==> src/sv/btt_pkg.sv <==
`timescale 1ns / 1ps
`default_nettype none
// btt_pkg: types, register indexes and reset values for the button scanner.
// Used by btt_cfg, btt_core and the top level; depends on nothing.
package btt_pkg;

    typedef enum logic [2:0] {
        REG_PRESS_THR      = 3'd0,
        REG_GAP_THR        = 3'd1,
        REG_TAP_THR        = 3'd2,
        REG_HOLD_UNIT_THR  = 3'd3,
        REG_HOLD_UNITS_THR = 3'd4
    } reg_idx_t;

    localparam logic [7:0] PRESS_THR_RST      = 8'd5;
    localparam logic [7:0] GAP_THR_RST        = 8'd50;
    localparam logic [2:0] TAP_THR_RST        = 3'd2;
    localparam logic [7:0] HOLD_UNIT_THR_RST  = 8'd100;
    localparam logic [3:0] HOLD_UNITS_THR_RST = 4'd2;

    localparam logic [1:0] CMD_NONE    = 2'd0;
    localparam logic [1:0] CMD_PAIRING = 2'd1;
    localparam logic [1:0] CMD_STATUS  = 2'd2;

    localparam logic [1:0] LEN_SHORT  = 2'd1;
    localparam logic [1:0] LEN_STATUS = 2'd2;

    localparam logic [1:0] PAIR_NONE   = 2'd1;
    localparam logic [1:0] PAIR_OK     = 2'd2;
    localparam logic [1:0] RESET_DONE  = 2'd3;

    typedef struct packed {
        logic [7:0] press_thr;
        logic [7:0] gap_thr;
        logic [2:0] tap_thr;
        logic [7:0] hold_unit_thr;
        logic [3:0] hold_units_thr;
    } cfg_t;

    typedef struct packed {
        logic       key_down;
        logic [1:0] switch_now;
        logic [7:0] id_byte_one;
        logic [7:0] id_byte_two;
        logic [7:0] id_byte_three;
        logic [7:0] id_byte_four;
        logic [7:0] sum_byte_first;
        logic [7:0] sum_byte_second;
    } item_t;

    typedef struct packed {
        logic [1:0] switch_next;
        logic       clear_id;
        logic       reply_valid;
        logic [1:0] reply_cmd;
        logic [1:0] reply_len;
        logic [1:0] opt_zero;
        logic [7:0] opt_one;
        logic [7:0] opt_two;
        logic [7:0] opt_three;
        logic [7:0] opt_four;
    } result_t;

endpackage
`default_nettype wire

==> src/sv/btt_cfg.sv <==
`timescale 1ns / 1ps
`default_nettype none
// btt_cfg: threshold registers behind the plain write port.
// Depends on btt_pkg.
module btt_cfg (
    input  wire logic          clk,
    input  wire logic          rst_n,
    input  wire logic          cfg_we,
    input  wire logic [2:0]    cfg_index,
    input  wire logic [7:0]    cfg_data,
    output btt_pkg::cfg_t      cfg
);

    btt_pkg::cfg_t cfg_reg;

    always_ff @(posedge clk or negedge rst_n)
    begin
        if (!rst_n)
        begin
            cfg_reg.press_thr      <= btt_pkg::PRESS_THR_RST;
            cfg_reg.gap_thr        <= btt_pkg::GAP_THR_RST;
            cfg_reg.tap_thr        <= btt_pkg::TAP_THR_RST;
            cfg_reg.hold_unit_thr  <= btt_pkg::HOLD_UNIT_THR_RST;
            cfg_reg.hold_units_thr <= btt_pkg::HOLD_UNITS_THR_RST;
        end
        else if (cfg_we)
        begin
            unique case (cfg_index)
                btt_pkg::REG_PRESS_THR:      cfg_reg.press_thr      <= cfg_data;
                btt_pkg::REG_GAP_THR:        cfg_reg.gap_thr        <= cfg_data;
                btt_pkg::REG_TAP_THR:        cfg_reg.tap_thr        <= cfg_data[2:0];
                btt_pkg::REG_HOLD_UNIT_THR:  cfg_reg.hold_unit_thr  <= cfg_data;
                btt_pkg::REG_HOLD_UNITS_THR: cfg_reg.hold_units_thr <= cfg_data[3:0];
                default:                     ;
            endcase
        end
    end

    assign cfg = cfg_reg;

endmodule
`default_nettype wire

==> src/sv/btt_core.sv <==
`timescale 1ns / 1ps
`default_nettype none
// btt_core: scanner state (debounce, tap, hold counters, arming) and the
// per-tick result logic. Depends on btt_pkg.
module btt_core (
    input  wire logic            clk,
    input  wire logic            rst_n,
    input  wire logic            step,
    input  wire btt_pkg::cfg_t   cfg,
    input  wire btt_pkg::item_t  item,
    output btt_pkg::result_t     res
);

    logic [7:0] press_timer_reg, press_timer_next;
    logic       press_latched_reg, press_latched_next;
    logic [7:0] tap_timer_reg, tap_timer_next;
    logic       tap_latched_reg, tap_latched_next;
    logic [3:0] tap_count_reg, tap_count_next;
    logic [7:0] gap_timer_reg, gap_timer_next;
    logic       armed_reg, armed_next;
    logic [7:0] hold_fine_reg, hold_fine_next;
    logic [3:0] hold_coarse_reg, hold_coarse_next;
    logic       clear_pending_reg, clear_pending_next;

    always_comb
    begin
        logic [1:0] sw;
        logic       paired;

        press_timer_next   = press_timer_reg;
        press_latched_next = press_latched_reg;
        tap_timer_next     = tap_timer_reg;
        tap_latched_next   = tap_latched_reg;
        tap_count_next     = tap_count_reg;
        gap_timer_next     = gap_timer_reg;
        armed_next         = armed_reg;
        hold_fine_next     = hold_fine_reg;
        hold_coarse_next   = hold_coarse_reg;
        clear_pending_next = clear_pending_reg;

        sw     = item.switch_now;
        paired = |{item.id_byte_one, item.id_byte_two, item.id_byte_three, item.id_byte_four};
        res    = '0;

        if (armed_reg)
        begin
            // debounced press
            if (item.key_down)
            begin
                if (!press_latched_reg)
                begin
                    press_timer_next = press_timer_reg + 8'd1;
                    if (press_timer_next > cfg.press_thr)
                    begin
                        press_timer_next   = '0;
                        press_latched_next = 1'b1;
                        sw = (sw != 2'd0) ? 2'd0 : 2'd3;
                        res.reply_valid = 1'b1;
                        res.reply_cmd   = btt_pkg::CMD_STATUS;
                        res.reply_len   = btt_pkg::LEN_STATUS;
                        res.opt_zero    = sw;
                        res.opt_two     = item.sum_byte_first;
                        res.opt_three   = item.sum_byte_second;
                    end
                end
            end
            else
            begin
                press_timer_next   = '0;
                press_latched_next = 1'b0;
            end

            // tap counting
            if (item.key_down)
            begin
                gap_timer_next = '0;
                tap_timer_next = tap_timer_reg + 8'd1;
                if (tap_timer_next > cfg.press_thr)
                begin
                    tap_timer_next = '0;
                    if (!tap_latched_reg)
                    begin
                        tap_latched_next = 1'b1;
                        tap_count_next   = tap_count_reg + 4'd1;
                    end
                end
            end
            else
            begin
                tap_timer_next   = '0;
                tap_latched_next = 1'b0;
                gap_timer_next   = gap_timer_reg + 8'd1;
                if (gap_timer_next > cfg.gap_thr)
                begin
                    gap_timer_next = '0;
                    tap_count_next = '0;
                end
                if (tap_count_next > {1'b0, cfg.tap_thr})
                begin
                    tap_count_next  = '0;
                    res.reply_valid = 1'b1;
                    res.reply_cmd   = btt_pkg::CMD_PAIRING;
                    res.reply_len   = btt_pkg::LEN_SHORT;
                    res.opt_zero    = paired ? btt_pkg::PAIR_OK : btt_pkg::PAIR_NONE;
                    res.opt_one     = item.id_byte_one;
                    res.opt_two     = item.id_byte_two;
                    res.opt_three   = item.id_byte_three;
                    res.opt_four    = item.id_byte_four;
                end
            end

            // pending identity clear
            if (clear_pending_reg)
            begin
                clear_pending_next = 1'b0;
                res.clear_id    = 1'b1;
                res.reply_valid = 1'b1;
                res.reply_cmd   = btt_pkg::CMD_PAIRING;
                res.reply_len   = btt_pkg::LEN_SHORT;
                res.opt_zero    = btt_pkg::RESET_DONE;
                res.opt_one     = '0;
                res.opt_two     = '0;
                res.opt_three   = '0;
                res.opt_four    = '0;
            end
        end
        else
        begin
            if (item.key_down)
            begin
                hold_fine_next = hold_fine_reg + 8'd1;
                if (hold_fine_next > cfg.hold_unit_thr)
                begin
                    hold_fine_next   = '0;
                    hold_coarse_next = hold_coarse_reg + 4'd1;
                    if (hold_coarse_next > cfg.hold_units_thr)
                    begin
                        hold_coarse_next   = '0;
                        clear_pending_next = 1'b1;
                        armed_next         = 1'b1;
                    end
                end
            end
            else
            begin
                armed_next = 1'b1;
            end
        end

        res.switch_next = sw;
    end

    always_ff @(posedge clk or negedge rst_n)
    begin
        if (!rst_n)
        begin
            press_timer_reg   <= '0;
            press_latched_reg <= 1'b0;
            tap_timer_reg     <= '0;
            tap_latched_reg   <= 1'b0;
            tap_count_reg     <= '0;
            gap_timer_reg     <= '0;
            armed_reg         <= 1'b0;
            hold_fine_reg     <= '0;
            hold_coarse_reg   <= '0;
            clear_pending_reg <= 1'b0;
        end
        else if (step)
        begin
            press_timer_reg   <= press_timer_next;
            press_latched_reg <= press_latched_next;
            tap_timer_reg     <= tap_timer_next;
            tap_latched_reg   <= tap_latched_next;
            tap_count_reg     <= tap_count_next;
            gap_timer_reg     <= gap_timer_next;
            armed_reg         <= armed_next;
            hold_fine_reg     <= hold_fine_next;
            hold_coarse_reg   <= hold_coarse_next;
            clear_pending_reg <= clear_pending_next;
        end
    end

endmodule
`default_nettype wire

==> src/sv/button_toggle_tap_pair_hold_reset.sv <==
`timescale 1ns / 1ps
// Button scanner top level: input register, btt_core step logic, result register.
// Taken ticks wait in the single input register while the single result register
// is full and unread. Throughput: one tick per cycle while out_ready is high.
// Reset: all counters and flags clear, block unarmed, thresholds at defaults.
// Depends on btt_pkg, btt_cfg, btt_core.
`default_nettype none
module button_toggle_tap_pair_hold_reset (
    input  wire logic       clk,
    input  wire logic       rst_n,
    input  wire logic       cfg_we,
    input  wire logic [2:0] cfg_index,
    input  wire logic [7:0] cfg_data,
    input  wire logic       in_valid,
    output logic            in_ready,
    input  wire logic       key_down,
    input  wire logic [1:0] switch_now,
    input  wire logic [7:0] id_byte_one,
    input  wire logic [7:0] id_byte_two,
    input  wire logic [7:0] id_byte_three,
    input  wire logic [7:0] id_byte_four,
    input  wire logic [7:0] sum_byte_first,
    input  wire logic [7:0] sum_byte_second,
    output logic            out_valid,
    input  wire logic       out_ready,
    output logic [1:0]      switch_next,
    output logic            clear_id,
    output logic            reply_valid,
    output logic [1:0]      reply_cmd,
    output logic [1:0]      reply_len,
    output logic [1:0]      opt_zero,
    output logic [7:0]      opt_one,
    output logic [7:0]      opt_two,
    output logic [7:0]      opt_three,
    output logic [7:0]      opt_four
);

    btt_pkg::cfg_t    cfg;
    btt_pkg::item_t   item_reg;
    btt_pkg::result_t res;
    btt_pkg::result_t res_reg;
    logic             item_valid_reg;
    logic             res_valid_reg;
    logic             advance;

    assign advance  = item_valid_reg && (!res_valid_reg || out_ready);
    assign in_ready = !item_valid_reg || advance;

    btt_cfg u_cfg (
        .clk       (clk),
        .rst_n     (rst_n),
        .cfg_we    (cfg_we),
        .cfg_index (cfg_index),
        .cfg_data  (cfg_data),
        .cfg       (cfg)
    );

    btt_core u_core (
        .clk   (clk),
        .rst_n (rst_n),
        .step  (advance),
        .cfg   (cfg),
        .item  (item_reg),
        .res   (res)
    );

    always_ff @(posedge clk or negedge rst_n)
    begin
        if (!rst_n)
        begin
            item_valid_reg <= 1'b0;
            res_valid_reg  <= 1'b0;
        end
        else
        begin
            if (in_ready)
            begin
                item_valid_reg <= in_valid;
            end
            if (advance)
            begin
                res_valid_reg <= 1'b1;
            end
            else if (out_ready)
            begin
                res_valid_reg <= 1'b0;
            end
        end
    end

    always_ff @(posedge clk)
    begin
        if (in_valid && in_ready)
        begin
            item_reg.key_down        <= key_down;
            item_reg.switch_now      <= switch_now;
            item_reg.id_byte_one     <= id_byte_one;
            item_reg.id_byte_two     <= id_byte_two;
            item_reg.id_byte_three   <= id_byte_three;
            item_reg.id_byte_four    <= id_byte_four;
            item_reg.sum_byte_first  <= sum_byte_first;
            item_reg.sum_byte_second <= sum_byte_second;
        end
        if (advance)
        begin
            res_reg <= res;
        end
    end

    assign out_valid   = res_valid_reg;
    assign switch_next = res_reg.switch_next;
    assign clear_id    = res_reg.clear_id;
    assign reply_valid = res_reg.reply_valid;
    assign reply_cmd   = res_reg.reply_cmd;
    assign reply_len   = res_reg.reply_len;
    assign opt_zero    = res_reg.opt_zero;
    assign opt_one     = res_reg.opt_one;
    assign opt_two     = res_reg.opt_two;
    assign opt_three   = res_reg.opt_three;
    assign opt_four    = res_reg.opt_four;

endmodule
`default_nettype wire

==> config.mk <==
export PLATFORM = sky130hd
export DESIGN_NAME = button_toggle_tap_pair_hold_reset
export DESIGN_NICKNAME = d
export VERILOG_FILES = /design/src/sv/btt_pkg.sv /design/src/sv/btt_cfg.sv /design/src/sv/btt_core.sv /design/src/sv/button_toggle_tap_pair_hold_reset.sv
export SDC_FILE = /design/constraint.sdc
export NUM_CORES = 1
export LEC_CHECK = 0
export BUFFER_PORTS_ARGS = -buffer_cell sky130_fd_sc_hd__buf_2
export CAP_MARGIN = 20
export CORE_MARGIN = 3
export CORE_UTILIZATION = 60
export CTS_CLUSTER_SIZE = 28
export DETAILED_ROUTE_END_ITERATION = 10
export PLACE_DENSITY = 0.86
export SYNTH_ARGS = -nofsm -noshare
export SYNTH_HDL_FRONTEND = slang
export SYNTH_SLANG_ARGS = --single-unit
==> constraint.sdc <==
create_clock -name clk -period 9 [get_ports clk]
set_input_delay 0.45 -clock clk [delete_from_list [all_inputs] [get_ports clk]]
set_output_delay 0.45 -clock clk [all_outputs]
set_load 0.05 [all_outputs]
==> results.md <==
- Status: complete, no violations
- Post-layout minimum cycle time: between 4 and 5 ns
- Worst-case clock buffer depth: 2
- Met2 global-route usage: 0.4085
- Final Wtd Congestion: a little under 0.8
- GR peak layer: met2
- Clock Skew: 0.008399 ns
- Synth-to-Final Area Change: 16.43%
- Post-synth EDFFs: just over 90
- Crit end category: register
- Cts repair resizes: 0
- Fin. Hold Viols: 0
- Final setup viols: 0
- Routed vias: about 5400
- Row cnt: 40
- CP Data Arrival Time: roughly 4.5 ns
- Multi-input logic area: around 2800 um^2
- Fraction of registers with async set/reset: 0.4583
- Starting DRT DRC Count: about 340
- Crit path max fanout: 32
- RSZ-0062 raised after global routing: no
- Worst-Margin Slew: 1.010 ns
- Period utilisation layout: 0.4738
- Average via count per standard cell: 5.845
- Io pins: around 110
- Peak supply drop: approximately 0.20 mV
- Syn Inst Count: 624
- Initial antenna violation count: 0
- Seq/Total Area, Yosys: 0.6043
- WL/cell: between 15 and 20 um
- Die extent in x: approximately 120 um
- Maxcap violations: 0
- Met1 Use GR: 0.3080
- First-pass GRT wire length: 27250 um
- Sequential Area: about 4700 um^2
- Vias in the first global route: around 5500
- Core Area: between 10000 and 15000 um^2
- Fin. max-slew vios: 0
- Port bufs: 110
- Post-CTS setup buffers: 0
- Num CTS Buffers: 17
- Post-route antenna net violation count: 0
- Fmax: between 200 and 250 MHz
- Total power: about 2.3 mW
- Startpoint Class: register
- Final cell count without fillers: 918
- Yosys warns: 0
- Routed WL: 16790 um
- Cell Area, Synth: ~7700 um^2
- Grt total ovfl: 0
- Synthesized flop and latch total: ~170
- CTS tree: built
- Die Ht: about 120 um
- Gr usage total: 0.2455
- Cell variety after synth: 58
- # DRC: 0
- Worst-path clk slew: approximately 0.07 ns
- Detailed Routing Iterations Pass 1: 5
- Htree depth: 4
- Diodes inserted: 0
- Hold-fix buffers, CTS: 0
- Root buffer cell: clkbuf_16
- Max FFs per register: slightly above 50
- Fill cells: between 800 and 900
- Initial Util: 0.6279
- Syn avg cell area: 12.39 um^2
- Mapped Nets: about 740
- Synth Flop Type: edfxtp_1
- Static leakage: slightly below 4 nW
- Nets: ~850
- Max_slew headroom: 0.3268
- Kind of critical path: reg -> reg
- Required @ worst endpoint: a little over 9 ns
- Met3 global-route usage: 0.06221
- Cell count after placement: between 800 and 900
- Clk Latency, worst-skew pair: approximately 0.43 ns
- Largest net degree at the start of global routing: 78
- Worst hold path class: in -> reg
- Clk sinks: 168
- Setup TNS Final: 0 ns
- Final HPWL DP: 12050 um
- Layout cells sized above 1: 0.2440
- Power per cell area: approximately 260 nW/um^2
- Die Area: approximately 14000 um^2
## per-layer routing
metal  up-vias  share of wire
li1       2513              -
met2       194           0.50
met5         -              0
met3        34          0.067
met4         0          0.026
met1      2625           0.41
## logic make-up after synthesis
group	after synthesis	synth area share
buffers and inverters	53	0.03107
AND/OR/NAND/NOR	191	0.1270
flip-flops	168	0.6043
multiplexers	14	0.02039
adder cells (fa/ha/maj)	45	0.07283
XOR/XNOR	24	0.02719
AO/OA/AOI/OAI	129	0.1172
## worst paths after layout
kind,slack (ns),from,cells after the start,to
min in group asynchronous,0.24,rst_n,2,u_core.hold_fine_reg[6]
min,0.19,sum_byte_first[0],1,item_reg[8]
max reg2reg,4.74,u_core.gap_timer_reg[0],17,opt_two[4]
max,4.74,u_core.gap_timer_reg[0],17,opt_two[4]
max in group asynchronous,8.09,rst_n,2,u_core.press_timer_reg[1]
min reg2reg,0.51,u_core.hold_fine_reg[7],2,u_core.hold_fine_reg[7]
## stage by stage
step | utilization | area (um^2) | hold WS, ns | setup WS, ns
after floorplan | - | 7731 | 0.1544 | 5.372
after global placement | 0.6823 | 8401 | 0.4698 | 5.141
after detailed placement | 0.6823 | 8401 | 0.5020 | 4.892
after CTS | 0.7295 | 8981 | 0.1754 | 4.771
after global routing | 0.7311 | 9001 | 0.1779 | 4.429
final | 0.7311 | 9001 | 0.1873 | 4.736
## cells in the final DEF (no fill, tap or decap), drive strengths merged, types with 4 or more instances in the layout
cell type | Yosys | final
dfrtp | 67 | 67
a21oi | 20 | 20
nor3b | 4 | 4
clkbuf | 8 | 18
mux2 | 14 | 14
o21ai | 46 | 46
and3 | 10 | 10
o211ai | 5 | 5
xnor2 | 12 | 12
and2 | 19 | 19
nand2 | 70 | 70
a32o | 5 | 5
inv | 33 | 43
dfstp | 10 | 10
nor3 | 9 | 9
ha | 45 | 45
nor4 | 9 | 9
nor2 | 17 | 17
buf | 12 | 114
xor2 | 12 | 12
nand2b | 8 | 8
edfxtp | 91 | 91
a221o | 4 | 4
a22o | 28 | 28
nand4 | 9 | 9
nand3 | 20 | 20
nor2b | 8 | 8
## final cells by class
class | instances | area share
Clock inverter | 14 | 0.01682
Clock buffer | 18 | 0.04768
Timing Repair Buffer | 114 | 0.06589
Inverter | 33 | 0.01376
Multi-Input combinational cell | 403 | 0.3135
Sequential cell | 168 | 0.5190
Tap cell | 168 | 0.02335
## synth_stat cells (3+ instances only)
cell type,instances,area [um^2]
clkbuf_1,7,26.28
dfstp_2,10,262.8
a221o_1,4,40.04
nor2_1,14,52.55
nand3_1,20,100.1
nor4_1,9,56.30
nand2_1,69,259.0
ha_1,45,563.0
buf_4,3,22.52
nand4_1,9,56.30
mux2_2,14,157.7
o21ai_1,13,65.06
a21oi_1,20,100.1
and3_1,10,62.56
inv_1,33,123.9
o211ai_1,4,30.03
a21o_1,3,22.52
xnor2_1,12,105.1
dfrtp_1,67,1677
o22a_1,3,26.28
buf_6,3,33.78
buf_2,5,25.02
a22o_1,28,245.2
edfxtp_1,91,2733
nor2b_1,8,50.05
xor2_1,12,105.1
o21ai_0,33,165.2
nor3b_1,4,30.03
and2_1,19,118.9
nor3_1,8,40.04
nand2b_1,7,43.79
a32o_1,5,50.05
## worst max-delay path, stage by stage (launching register included)
cell      delay, ns
dfrtp_1        0.41
and3_1         0.18
nand3_1        0.13
nor2_1         0.21
xor2_1         0.25
ha_1           0.29
nand4_1        0.16
o21bai_1       0.13
nor3_1         0.27
nor2_2         0.14
nor2b_1        0.15
ha_1           0.25
nor2b_1        0.13
o21ai_0        0.18
a32oi_1        0.13
a211oi_2       0.48
nor2_4         0.22
a22o_1         0.30
## power breakdown
group	total [mW]	internal, mW	switching (mW)	leakage [nW]
combinational	0.563	0.197	0.366	1.82
clock	0.717	0.394	0.323	0.286
sequential	1.02	0.945	0.0736	1.86
total	2.30	1.54	0.762	3.96
Power figures use the tool's default switching activity.
